File: src/bmpsf_pkg.sv
// Package of the BMP stream formatter: constants, register indexes, the
// per-pixel command and header structs, and the header byte function. No dependencies.
package bmpsf_pkg;

    localparam int unsigned MAX_DIMENSION = 8192;
    localparam int DIM_W = 14;
    localparam int COUNT_W = 13;
    localparam int ROW_BYTES_W = 15;
    localparam int IDX_W = 6;
    localparam int QUEUE_DEPTH = 2;

    localparam logic [1:0] REG_IMAGE_WIDTH = 2'd0;
    localparam logic [1:0] REG_IMAGE_HEIGHT = 2'd1;
    localparam logic [1:0] REG_X_RESOLUTION = 2'd2;
    localparam logic [1:0] REG_Y_RESOLUTION = 2'd3;

    localparam logic [7:0] PAD_BYTE = 8'hFF;
    localparam logic [IDX_W-1:0] HEADER_BYTES = 6'd54;
    localparam logic [31:0] HEADER_LEN = 32'd54;
    localparam logic [31:0] INFO_SIZE = 32'd40;
    // Planes (1) and bit depth (24) packed as one little-endian word.
    localparam logic [31:0] PLANES_DEPTH = 32'h0018_0001;

    typedef struct packed {
        logic [7:0] blue;
        logic [7:0] green;
        logic [7:0] red;
        logic       header;
        logic [1:0] pad;
        logic       image_done;
    } cmd_t;

    typedef struct packed {
        logic [DIM_W-1:0] width;
        logic [DIM_W-1:0] height;
        logic [31:0]      file_len;
        logic [31:0]      x_res;
        logic [31:0]      y_res;
    } hdr_t;

    function automatic logic [DIM_W-1:0] clamp_dim(input logic [DIM_W-1:0] v);
        logic [DIM_W-1:0] r;
        r = v;
        if (v == '0) begin
            r = DIM_W'(1);
        end else if (v > DIM_W'(MAX_DIMENSION)) begin
            r = DIM_W'(MAX_DIMENSION);
        end
        return r;
    endfunction

    // Byte idx (0..53) of the file header. Every field after the signature but bit
    // depth starts on a four-byte boundary counted from byte two.
    function automatic logic [7:0] header_byte(input logic [IDX_W-1:0] idx,
                                               input hdr_t hdr);
        logic [IDX_W-1:0] rel;
        logic [31:0] word;
        logic [7:0] r;
        rel = idx - IDX_W'(2);
        unique case (rel[5:2])
            4'd0: word = hdr.file_len;
            4'd2: word = HEADER_LEN;
            4'd3: word = INFO_SIZE;
            4'd4: word = 32'(hdr.width);
            4'd5: word = 32'(hdr.height);
            4'd6: word = PLANES_DEPTH;
            4'd9: word = hdr.x_res;
            4'd10: word = hdr.y_res;
            default: word = '0;
        endcase
        r = word[{rel[1:0], 3'b000} +: 8];
        if (idx == IDX_W'(0)) begin
            r = 8'h42;
        end else if (idx == IDX_W'(1)) begin
            r = 8'h4D;
        end
        return r;
    endfunction

endpackage

File: src/bmpsf_front.sv
// Front of the BMP stream formatter: configuration registers, row and column
// counters, and classification of each pixel into a command. Uses bmpsf_pkg.
module bmpsf_front import bmpsf_pkg::*; (
    input  logic        aclk,
    input  logic        aresetn,
    input  logic        cfg_wr_en,
    input  logic [1:0]  cfg_wr_index,
    input  logic [31:0] cfg_wr_data,
    input  logic        s_valid,
    output logic        s_ready,
    input  logic [7:0]  s_red,
    input  logic [7:0]  s_green,
    input  logic [7:0]  s_blue,
    input  logic        q_full,
    output logic        q_push,
    output cmd_t        q_cmd,
    output hdr_t        hdr
);

    logic [DIM_W-1:0] width_reg, height_reg;
    logic [31:0] x_res_reg, y_res_reg;
    logic [DIM_W-1:0] width_hdr_reg, height_hdr_reg;
    logic [ROW_BYTES_W-1:0] row_bytes_reg;
    logic [31:0] file_len_reg;
    logic header_pending_reg, header_pending_next;
    logic [COUNT_W-1:0] column_count_reg, column_count_next;
    logic [COUNT_W-1:0] row_count_reg, row_count_next;

    logic [DIM_W-1:0] w_eff, h_eff;
    logic [DIM_W-1:0] col_inc, row_inc;
    logic row_end, image_end;

    always_ff @(posedge aclk) begin
        if (!aresetn) begin
            width_reg <= DIM_W'(1);
            height_reg <= DIM_W'(1);
            x_res_reg <= '0;
            y_res_reg <= '0;
        end else if (cfg_wr_en) begin
            unique case (cfg_wr_index)
                REG_IMAGE_WIDTH: width_reg <= cfg_wr_data[DIM_W-1:0];
                REG_IMAGE_HEIGHT: height_reg <= cfg_wr_data[DIM_W-1:0];
                REG_X_RESOLUTION: x_res_reg <= cfg_wr_data;
                REG_Y_RESOLUTION: y_res_reg <= cfg_wr_data;
            endcase
        end
    end

    assign w_eff = clamp_dim(width_reg);
    assign h_eff = clamp_dim(height_reg);

    // Header values settle through these registers after a write (width, height and row bytes,
    // then file length), well before the back end reaches the first header field that uses them.
    always_ff @(posedge aclk) begin
        width_hdr_reg <= w_eff;
        height_hdr_reg <= h_eff;
        row_bytes_reg <= ROW_BYTES_W'({w_eff, 1'b0}) + ROW_BYTES_W'(w_eff)
                         + ROW_BYTES_W'(w_eff[1:0]);
        file_len_reg <= HEADER_LEN + 32'(row_bytes_reg) * 32'(height_hdr_reg);
    end

    assign hdr = '{width: width_hdr_reg, height: height_hdr_reg,
                   file_len: file_len_reg, x_res: x_res_reg, y_res: y_res_reg};

    assign s_ready = !q_full;
    assign q_push = s_valid && s_ready;

    assign col_inc = DIM_W'(column_count_reg) + DIM_W'(1);
    assign row_inc = DIM_W'(row_count_reg) + DIM_W'(1);
    assign row_end = col_inc >= w_eff;
    assign image_end = row_end && (row_inc >= h_eff);

    // Pad bytes per row: (4 - 3w mod 4) mod 4 equals w mod 4.
    assign q_cmd = '{blue: s_blue, green: s_green, red: s_red,
                     header: header_pending_reg,
                     pad: row_end ? w_eff[1:0] : 2'd0,
                     image_done: image_end};

    always_comb begin
        header_pending_next = header_pending_reg;
        column_count_next = column_count_reg;
        row_count_next = row_count_reg;
        if (q_push) begin
            header_pending_next = image_end;
            if (!row_end) begin
                column_count_next = col_inc[COUNT_W-1:0];
            end else begin
                column_count_next = '0;
                row_count_next = image_end ? '0 : row_inc[COUNT_W-1:0];
            end
        end
    end

    always_ff @(posedge aclk) begin
        if (!aresetn) begin
            header_pending_reg <= 1'b1;
            column_count_reg <= '0;
            row_count_reg <= '0;
        end else begin
            header_pending_reg <= header_pending_next;
            column_count_reg <= column_count_next;
            row_count_reg <= row_count_next;
        end
    end

endmodule

File: src/bmpsf_queue.sv
// Two-entry command queue between the front and back of the BMP stream
// formatter. Uses bmpsf_pkg for the command type.
module bmpsf_queue import bmpsf_pkg::*; (
    input  logic aclk,
    input  logic aresetn,
    input  logic push,
    input  cmd_t push_cmd,
    output logic full,
    input  logic pop,
    output logic not_empty,
    output cmd_t head_cmd
);

    cmd_t entry_reg [QUEUE_DEPTH];
    logic wr_ptr_reg, rd_ptr_reg;
    logic [1:0] count_reg, count_next;

    assign full = count_reg == 2'(QUEUE_DEPTH);
    assign not_empty = count_reg != 2'd0;
    assign head_cmd = entry_reg[rd_ptr_reg];

    always_ff @(posedge aclk) begin
        if (push) begin
            entry_reg[wr_ptr_reg] <= push_cmd;
        end
    end

    always_comb begin
        count_next = count_reg;
        if (push && !pop) begin
            count_next = count_reg + 2'd1;
        end else if (pop && !push) begin
            count_next = count_reg - 2'd1;
        end
    end

    always_ff @(posedge aclk) begin
        if (!aresetn) begin
            wr_ptr_reg <= 1'b0;
            rd_ptr_reg <= 1'b0;
            count_reg <= '0;
        end else begin
            if (push) begin
                wr_ptr_reg <= !wr_ptr_reg;
            end
            if (pop) begin
                rd_ptr_reg <= !rd_ptr_reg;
            end
            count_reg <= count_next;
        end
    end

endmodule

File: src/bmpsf_back.sv
// Back of the BMP stream formatter: walks the bytes of one command (header,
// pixel, padding) into a registered output stage. Uses bmpsf_pkg.
module bmpsf_back import bmpsf_pkg::*; (
    input  logic       aclk,
    input  logic       aresetn,
    input  logic       q_not_empty,
    input  cmd_t       q_cmd,
    output logic       q_pop,
    input  hdr_t       hdr,
    output logic       m_valid,
    input  logic       m_ready,
    output logic [7:0] m_out_byte,
    output logic       m_run_last,
    output logic       m_image_last
);

    cmd_t cmd_reg;
    logic active_reg;
    logic [IDX_W-1:0] idx_reg;
    logic valid_reg;
    logic [7:0] byte_reg;
    logic run_last_reg, image_last_reg;

    logic advance, at_last;
    logic [IDX_W-1:0] last_idx;
    logic [7:0] cur_byte;

    // Byte 54 onward: blue, green, red, then the row padding.
    assign last_idx = HEADER_BYTES + IDX_W'(2) + IDX_W'(cmd_reg.pad);
    assign at_last = idx_reg == last_idx;
    assign advance = !valid_reg || m_ready;
    assign q_pop = advance && q_not_empty && (!active_reg || at_last);

    always_comb begin
        if (idx_reg < HEADER_BYTES) begin
            cur_byte = header_byte(idx_reg, hdr);
        end else if (idx_reg == HEADER_BYTES) begin
            cur_byte = cmd_reg.blue;
        end else if (idx_reg == HEADER_BYTES + IDX_W'(1)) begin
            cur_byte = cmd_reg.green;
        end else if (idx_reg == HEADER_BYTES + IDX_W'(2)) begin
            cur_byte = cmd_reg.red;
        end else begin
            cur_byte = PAD_BYTE;
        end
    end

    always_ff @(posedge aclk) begin
        if (q_pop) begin
            cmd_reg <= q_cmd;
        end
        if (advance && active_reg) begin
            byte_reg <= cur_byte;
            run_last_reg <= at_last;
            image_last_reg <= at_last && cmd_reg.image_done;
        end
    end

    always_ff @(posedge aclk) begin
        if (!aresetn) begin
            active_reg <= 1'b0;
            idx_reg <= '0;
            valid_reg <= 1'b0;
        end else begin
            if (advance) begin
                valid_reg <= active_reg;
            end
            if (q_pop) begin
                active_reg <= 1'b1;
                idx_reg <= q_cmd.header ? '0 : HEADER_BYTES;
            end else if (advance && active_reg) begin
                idx_reg <= idx_reg + IDX_W'(1);
                if (at_last) begin
                    active_reg <= 1'b0;
                end
            end
        end
    end

    assign m_valid = valid_reg;
    assign m_out_byte = byte_reg;
    assign m_run_last = run_last_reg;
    assign m_image_last = image_last_reg;

endmodule

File: src/bmp_stream_formatter.sv
// Top level of the BMP stream formatter: front classifier, command queue and
// byte sequencer. Uses bmpsf_pkg, bmpsf_front, bmpsf_queue and bmpsf_back.
//
//   Channel   Direction  Handshake           Beat
//   s_        in         s_valid / s_ready   one RGB pixel
//   m_        out        m_valid / m_ready   one file byte with run and image flags
//   cfg_      in         cfg_wr_en           one register write, no wait
//
// Each pixel becomes three output bytes, plus 54 header bytes before the first
// pixel of an image and up to three pad bytes at a row end; the byte-wide output
// stage sets the pace. A pixel is accepted whenever the two-entry queue has room,
// so input and output stall independently. Reset is synchronous and clears the
// counters, the queue and the output stage; registers return to width 1, height 1.
module bmp_stream_formatter import bmpsf_pkg::*; (
    input  logic        aclk,
    input  logic        aresetn,
    input  logic        cfg_wr_en,
    input  logic [1:0]  cfg_wr_index,
    input  logic [31:0] cfg_wr_data,
    input  logic        s_valid,
    output logic        s_ready,
    input  logic [7:0]  s_red,
    input  logic [7:0]  s_green,
    input  logic [7:0]  s_blue,
    output logic        m_valid,
    input  logic        m_ready,
    output logic [7:0]  m_out_byte,
    output logic        m_run_last,
    output logic        m_image_last
);

    logic q_push, q_full, q_pop, q_not_empty;
    cmd_t push_cmd, head_cmd;
    hdr_t hdr;

    bmpsf_front u_front (
        .aclk         (aclk),
        .aresetn      (aresetn),
        .cfg_wr_en    (cfg_wr_en),
        .cfg_wr_index (cfg_wr_index),
        .cfg_wr_data  (cfg_wr_data),
        .s_valid      (s_valid),
        .s_ready      (s_ready),
        .s_red        (s_red),
        .s_green      (s_green),
        .s_blue       (s_blue),
        .q_full       (q_full),
        .q_push       (q_push),
        .q_cmd        (push_cmd),
        .hdr          (hdr)
    );

    bmpsf_queue u_queue (
        .aclk      (aclk),
        .aresetn   (aresetn),
        .push      (q_push),
        .push_cmd  (push_cmd),
        .full      (q_full),
        .pop       (q_pop),
        .not_empty (q_not_empty),
        .head_cmd  (head_cmd)
    );

    bmpsf_back u_back (
        .aclk         (aclk),
        .aresetn      (aresetn),
        .q_not_empty  (q_not_empty),
        .q_cmd        (head_cmd),
        .q_pop        (q_pop),
        .hdr          (hdr),
        .m_valid      (m_valid),
        .m_ready      (m_ready),
        .m_out_byte   (m_out_byte),
        .m_run_last   (m_run_last),
        .m_image_last (m_image_last)
    );

endmodule

File: config.mk
export PLATFORM = sky130hd
export DESIGN_NAME = bmp_stream_formatter
export DESIGN_NICKNAME = d
export VERILOG_FILES = /design/src/bmpsf_pkg.sv /design/src/bmpsf_front.sv /design/src/bmpsf_queue.sv /design/src/bmpsf_back.sv /design/src/bmp_stream_formatter.sv
export SDC_FILE = /design/constraint.sdc
export NUM_CORES = 1
export LEC_CHECK = 0
export BUFFER_PORTS_ARGS = -buffer_cell sky130_fd_sc_hd__buf_4
export CORE_MARGIN = 2
export CORE_UTILIZATION = 50
export CTS_CLUSTER_DIAMETER = 30
export DETAILED_ROUTE_END_ITERATION = 7
export PLACE_DENSITY = 0.67
export SLEW_MARGIN = 0
export SYNTH_ARGS = -nofsm -noshare
export SYNTH_HDL_FRONTEND = slang
export SYNTH_SLANG_ARGS = --single-unit
File: constraint.sdc
create_clock -name aclk -period 14.95 [get_ports aclk]
set_input_delay 0 -clock aclk [delete_from_list [all_inputs] [get_ports aclk]]
set_output_delay 0 -clock aclk [all_outputs]
set_load 0.03 [all_outputs]
==> metrics, run 1 <==
Residual DRC=0; post-DP HPWL=38.14 mm; reported max-cap violation count=0; synthesized net count=2,453; vias in the first global route=15,560; Worst Tran Pin Value=1.142 ns; Largest register FFs=56; Diodes inserted=0; Placed Area=20,440 µm²; Clock Skew=0.02501 ns; PnR Total Power=3.253 mW; CTS sink count=294; layout cells sized above 1=11.82%; Yosys Warn Count=0; Die Span X=201.5 µm; largest net degree at the start of global routing=100; CTS Root Cell=clkbuf_16; wire per inst=19.20 µm; port buffer count=74; Critical Path Start Type=flip-flop; post-CTS sizing=0; dpl ws=8.537 ns; Avg Vias per Cell=5.528; relative slew slack=23.85%; Die ar.=40,610 µm²; clk_lat worst skew=0.62 ns; routed wire length=53.31 mm; Seq/Total Area, Yosys=34.95%; # setup viols final=0; Die Ht=201.5 µm; vias=15,350; kind of critical path=reg2reg; cells after synthesis=2,096; Leak=10.35 nW; min-delay worst type=in2reg; Post-CTS Setup Inserts=0; remaining global-route overflow=0; DR pass1 iterations=6; fmax=155.8 MHz; CTS Hold Buffers Added=62; Tcrit/Tclk final=42.92%; DR iter-0 viols=1,063; Final Cell Area=23,180 µm²; Worst EP required=15.42 ns; Final Hold Viols=0; largest driver fanout on the critical path=14; Yosys reg bits=294; IO Pins=75; RSZ-0062 raised after global routing=no; initial antenna violation count=0; CTS tree=yes; fin worst setup slack=8.533 ns; TNS Setup=0 ns; core area=38,560 µm²; initial core utilization=50.59%; status=finished, final reports clean; Placer Congestion=0.9127; first-pass GRT wire length=85.01 mm; GRT Total Usage=26.59%; Worst Path Arrival=6.89 ns; Slew Viols, Final=0; Netlist cell types=79; maximum vdd ir drop=172.2 µV; FP Rows=72; Critical Path Sink Type=flip-flop; PwrDens=140.3 nW/µm²; Post-synth ARST share=0%; Area growth, synth to finish=18.83%; Met1 Wirelength=22.80 mm; number of synthesized flops with an enable pin=93; cts bufs inserted=61; mean post-synth cell area=9.306 µm²; Period minus WS final=6.417 ns; ys flop type=dfxtp_1; met2 wire length=25.64 mm; Post-DRT Antenna Nets=0; DR top layer=met4; H-tree depth=2; Mapped Area=19,500 µm²; fin nets=2,564; Worst-path clk slew=0.05 ns; Longest Clk Path Bufs=3; Detail Route met3 WL=3.170 mm
==> power by group <==
part	internal, mW	switching (mW)	total (mW)
logic	0.311	0.542	0.853
registers	0.958	0.0865	1.04
clock network	0.844	0.511	1.36
==> per-layer routing <==
metal	GRT usage, %	vias up
li1	-	7292
met1	34.94	7455
met2	44.42	505
met3	4.227	100
met4	9.769	0
met5	0	-
==> final timing paths <==
kind,to,depth (start not counted),start,slack [ns]
worst min-delay path,u_front.column_count_reg[10],4,s_valid,0.05
worst max-delay path,u_front.file_len_reg[28],18,u_front.height_hdr_reg[7],8.53
worst max register to register,u_front.file_len_reg[28],18,u_front.height_hdr_reg[7],8.53
worst min register to register,u_front.height_hdr_reg[13],0,u_front.height_reg[13],0.44
==> logic make-up after synthesis <==
logic type | after synthesis | synth area share [%]
AND/OR/NAND/NOR | 701 | 16.74
XOR/XNOR | 62 | 2.784
adder cells (fa/ha/maj) | 294 | 24.09
flip-flops | 294 | 34.95
multiplexers | 47 | 2.662
buffers and inverters | 323 | 6.293
AO/OA/AOI/OAI | 375 | 12.48
==> cell usage after synthesis (12+ instances only) <==
library cell  count  area share (%)
dfxtp_1         201              21
ha_1            158              10
nand2b_1         13            0.42
xnor2_1          39             1.8
a21oi_1         165             4.2
nor3_1           22            0.56
nand3_1          47             1.2
o22ai_1          17            0.55
a221oi_1         22            0.99
buf_2            12            0.31
o21ai_0          31            0.80
a21o_1           22            0.85
inv_1           219             4.2
nor2_1           58             1.1
xor2_1           23             1.0
nand2_1         371             7.1
o211ai_1         15            0.58
fa_1            136              14
mux2_2           39             2.3
and2_1          114             3.7
and3_1           12            0.38
clkbuf_1         82             1.6
edfxtp_1         93              14
==> placed cells by master (no fill, tap or decap), drive strengths merged, types with 12 or more instances in the layout <==
master	Yosys	final
nor3	22	22
nand3	47	47
inv	220	236
nand2	373	373
buf	19	87
a21oi	165	165
edfxtp	93	93
o22ai	17	17
dlygate4sd3	0	62
clkinv	2	25
dfxtp	201	201
o21ai	40	40
and3	12	12
nand2b	13	13
and2	114	114
clkbuf	82	67
a21o	22	22
xor2	23	23
fa	136	136
ha	158	158
mux2	39	39
or2	12	12
nor2	59	59
a221oi	22	22
o211ai	15	15
xnor2	39	39
==> critical path: stages, from the launching register on <==
cell      delay [ns]
dfxtp_1         0.71
nand2_1         0.17
fa_1            0.53
fa_1            0.51
inv_1           0.05
fa_1            0.47
fa_1            0.52
fa_1            0.55
inv_1           0.05
fa_1            0.61
inv_1           0.06
ha_1            0.36
a21o_1          0.18
a21o_1          0.16
a221oi_1        0.38
o31ai_1         0.17
o41ai_2         0.48
o31ai_1         0.16
xor2_1          0.16
==> cell type report <==
class / instances / area [µm²]
multi-input cells: 1479 / 11480
flip-flops and latches: 294 / 6817
repair buffers: 149 / 1274
clock buffers: 67 / 1579
fillers: 3268 / 15380
well taps: 518 / 648.1
inverters: 222 / 834.6
clock inverters: 48 / 541.8
==> through the flow <==
stage | cells | hold WS, ns | util, %
after floorplan | 2096 | 0.09887 | -
after global placement | 2600 | 0.1847 | 53.00
after detailed placement | 2600 | 0.1873 | 53.00
after CTS | 2777 | 0.01462 | 60.11
after global routing | 2777 | 0.1068 | 60.11
final | 2777 | 0.04778 | 60.11
(Power assumes the default switching activity.)
==> run 2, diff against run 1 <==
Settings changed: PLACE_DENSITY 0.67 to 0.69.
Clock period 14.95 ns to 5.2 ns, I/O delays scaled along.
==> metrics, run 2 (same netlist as run 1, synthesis figures left out) <==
maximum vdd ir drop=478.3 µV (was 172.2 µV); layout cells sized above 1=19.86% (was 11.82%); DR iter-0 viols=1,208 (was 1,063); GRT Total Usage=27.67% (was 26.59%); PwrDens=413.7 nW/µm² (was 140.3 nW/µm²); DR pass1 iterations=5 (was 6); Residual DRC=0 (unchanged); RSZ-0062 raised after global routing=yes (was no); Worst EP required=5.62 ns (was 15.42 ns); Critical Path Start Type=flip-flop (unchanged); CTS tree=yes (unchanged); fmax=179.6 MHz (was 155.8 MHz); fin worst setup slack=-0.3690 ns (was 8.533 ns); kind of critical path=reg2reg (unchanged); Slew Viols, Final=0 (unchanged); Clock Skew=0.05935 ns (was 0.02501 ns); cts bufs inserted=71 (was 61); reported max-cap violation count=0 (unchanged); initial core utilization=50.59% (unchanged); clk_lat worst skew=0.59 ns (was 0.62 ns); Area growth, synth to finish=28.85% (was 18.83%); initial antenna violation count=1 (was 0); Worst-path clk slew=0.05 ns (about the same); largest driver fanout on the critical path=6 (was 14); CTS sink count=294 (unchanged); Die Ht=201.5 µm (unchanged); remaining global-route overflow=0 (unchanged); Placer Congestion=0.9424 (was 0.9127); failing checks=setup timing; Die Span X=201.5 µm (unchanged); largest net degree at the start of global routing=67 (was 100); Leak=11.32 nW (was 10.35 nW); PnR Total Power=10.40 mW (was 3.253 mW); Period minus WS final=5.569 ns (was 6.417 ns); wire per inst=19.16 µm (was 19.20 µm); Longest Clk Path Bufs=3 (unchanged); vias in the first global route=16,810 (was 15,560); relative slew slack=31.49% (was 23.85%); Final Hold Viols=0 (unchanged); vias=16,210 (was 15,350); H-tree depth=3 (was 2); Worst Tran Pin Value=1.028 ns (was 1.142 ns); FP Rows=72 (unchanged); Critical Path Sink Type=flip-flop (unchanged); core area=38,560 µm² (unchanged); TNS Setup=-2.942 ns (was 0 ns); port buffer count=74 (unchanged); routed wire length=55.87 mm (was 53.31 mm); status=complete, but fails checks (was finished, final reports clean); commonest non-fill, non-tap cell in the layout=nand2_1 (unchanged); min-delay worst type=in2reg (unchanged); Layout Utilization=65.18% (was 60.11%); CTS Root Cell=clkbuf_16 (unchanged); Avg Vias per Cell=5.559 (was 5.528); fin nets=2,698 (was 2,564); post-DP HPWL=39.54 mm (was 38.14 mm); IO Pins=75 (unchanged); Largest register FFs=56 (unchanged); Worst Path Arrival=5.99 ns (was 6.89 ns); most frequent cells in the layout=nand2_1, inv_1, buf_4 (was nand2_1, inv_1, dfxtp_1); first-pass GRT wire length=89.17 mm (was 85.01 mm); # setup viols final=15 (was 0); Die ar.=40,610 µm² (unchanged); Tcrit/Tclk final=107.1% (was 42.92%); Post-DRT Antenna Nets=0 (unchanged)
-- run 2: final cells by class --
type                    instances  area, µm²
diodes                          1      2.502
clock buffers                  86       1924
clock inverters                43      699.4
fillers                      3061      13420
inverters                     222      834.6
multi-input cells            1479      11870
flip-flops and latches        294       6854
well taps                     518      648.1
repair buffers                273       2300
-- run 2: timing repair --
action	4_1_cts	5_1_grt
setup buffers	10	13
endpoints found under the hold margin	158	0
endpoints found under the setup margin	16	18
resized for setup	48	36
hold buffers	62	0
pin swaps	29	40
-- run 2: critical path: stages, from the launching register on --
cell and delay, ns:
dfxtp_4 0.36, buf_6 0.13, and2_4 0.13, fa_1 0.53, inv_1 0.05, fa_1 0.47
inv_1 0.05, fa_1 0.46, fa_1 0.49, fa_1 0.49, inv_1 0.05, fa_1 0.49
inv_2 0.05, ha_4 0.22, a21o_1 0.17, a21o_1 0.16, a221oi_2 0.34, o31ai_2 0.13
o41ai_2 0.21, buf_4 0.17, mux2i_1 0.19, nand3_1 0.08
-- run 2: worst paths after layout --
check	start	end	slack [ns]	cells after the start
setup / recovery	u_front.height_hdr_reg[4]	u_front.file_len_reg[26]	-0.37	21
hold / removal	s_green[3]	u_queue.entry_reg[0][15]	0.13	2
setup reg to reg	u_front.height_hdr_reg[4]	u_front.file_len_reg[26]	-0.37	21
hold reg to reg	u_front.height_reg[13]	u_front.height_hdr_reg[13]	0.41	0
-- run 2: per-stage QoR --
step | hold WS [ns] | cell area, µm² | instances | setup slack (ns)
global route | 0.1135 | 25130 | 2916 | -0.5222
global placement | 0.1844 | 21400 | 2708 | -0.2537
CTS | 0.1084 | 24900 | 2905 | -0.3077
detailed placement | 0.1876 | 21400 | 2708 | -0.3449
finish | 0.1283 | 25130 | 2916 | -0.3690
floorplan | 0.09887 | 19800 | 2096 | -0.1311
-- run 2: per-layer routing --
metal  wire [µm]  GRT usage [%]
met1       23440          35.46
met2       27200          46.40
met3        3215          4.519
met4        2013          11.87
met5           0              0
-- run 2: power by group --
part | internal (mW) | total [mW] | switching, mW
clock network | 3.31 | 4.81 | 1.50
logic | 0.997 | 2.63 | 1.63
registers | 2.76 | 2.96 | 0.204
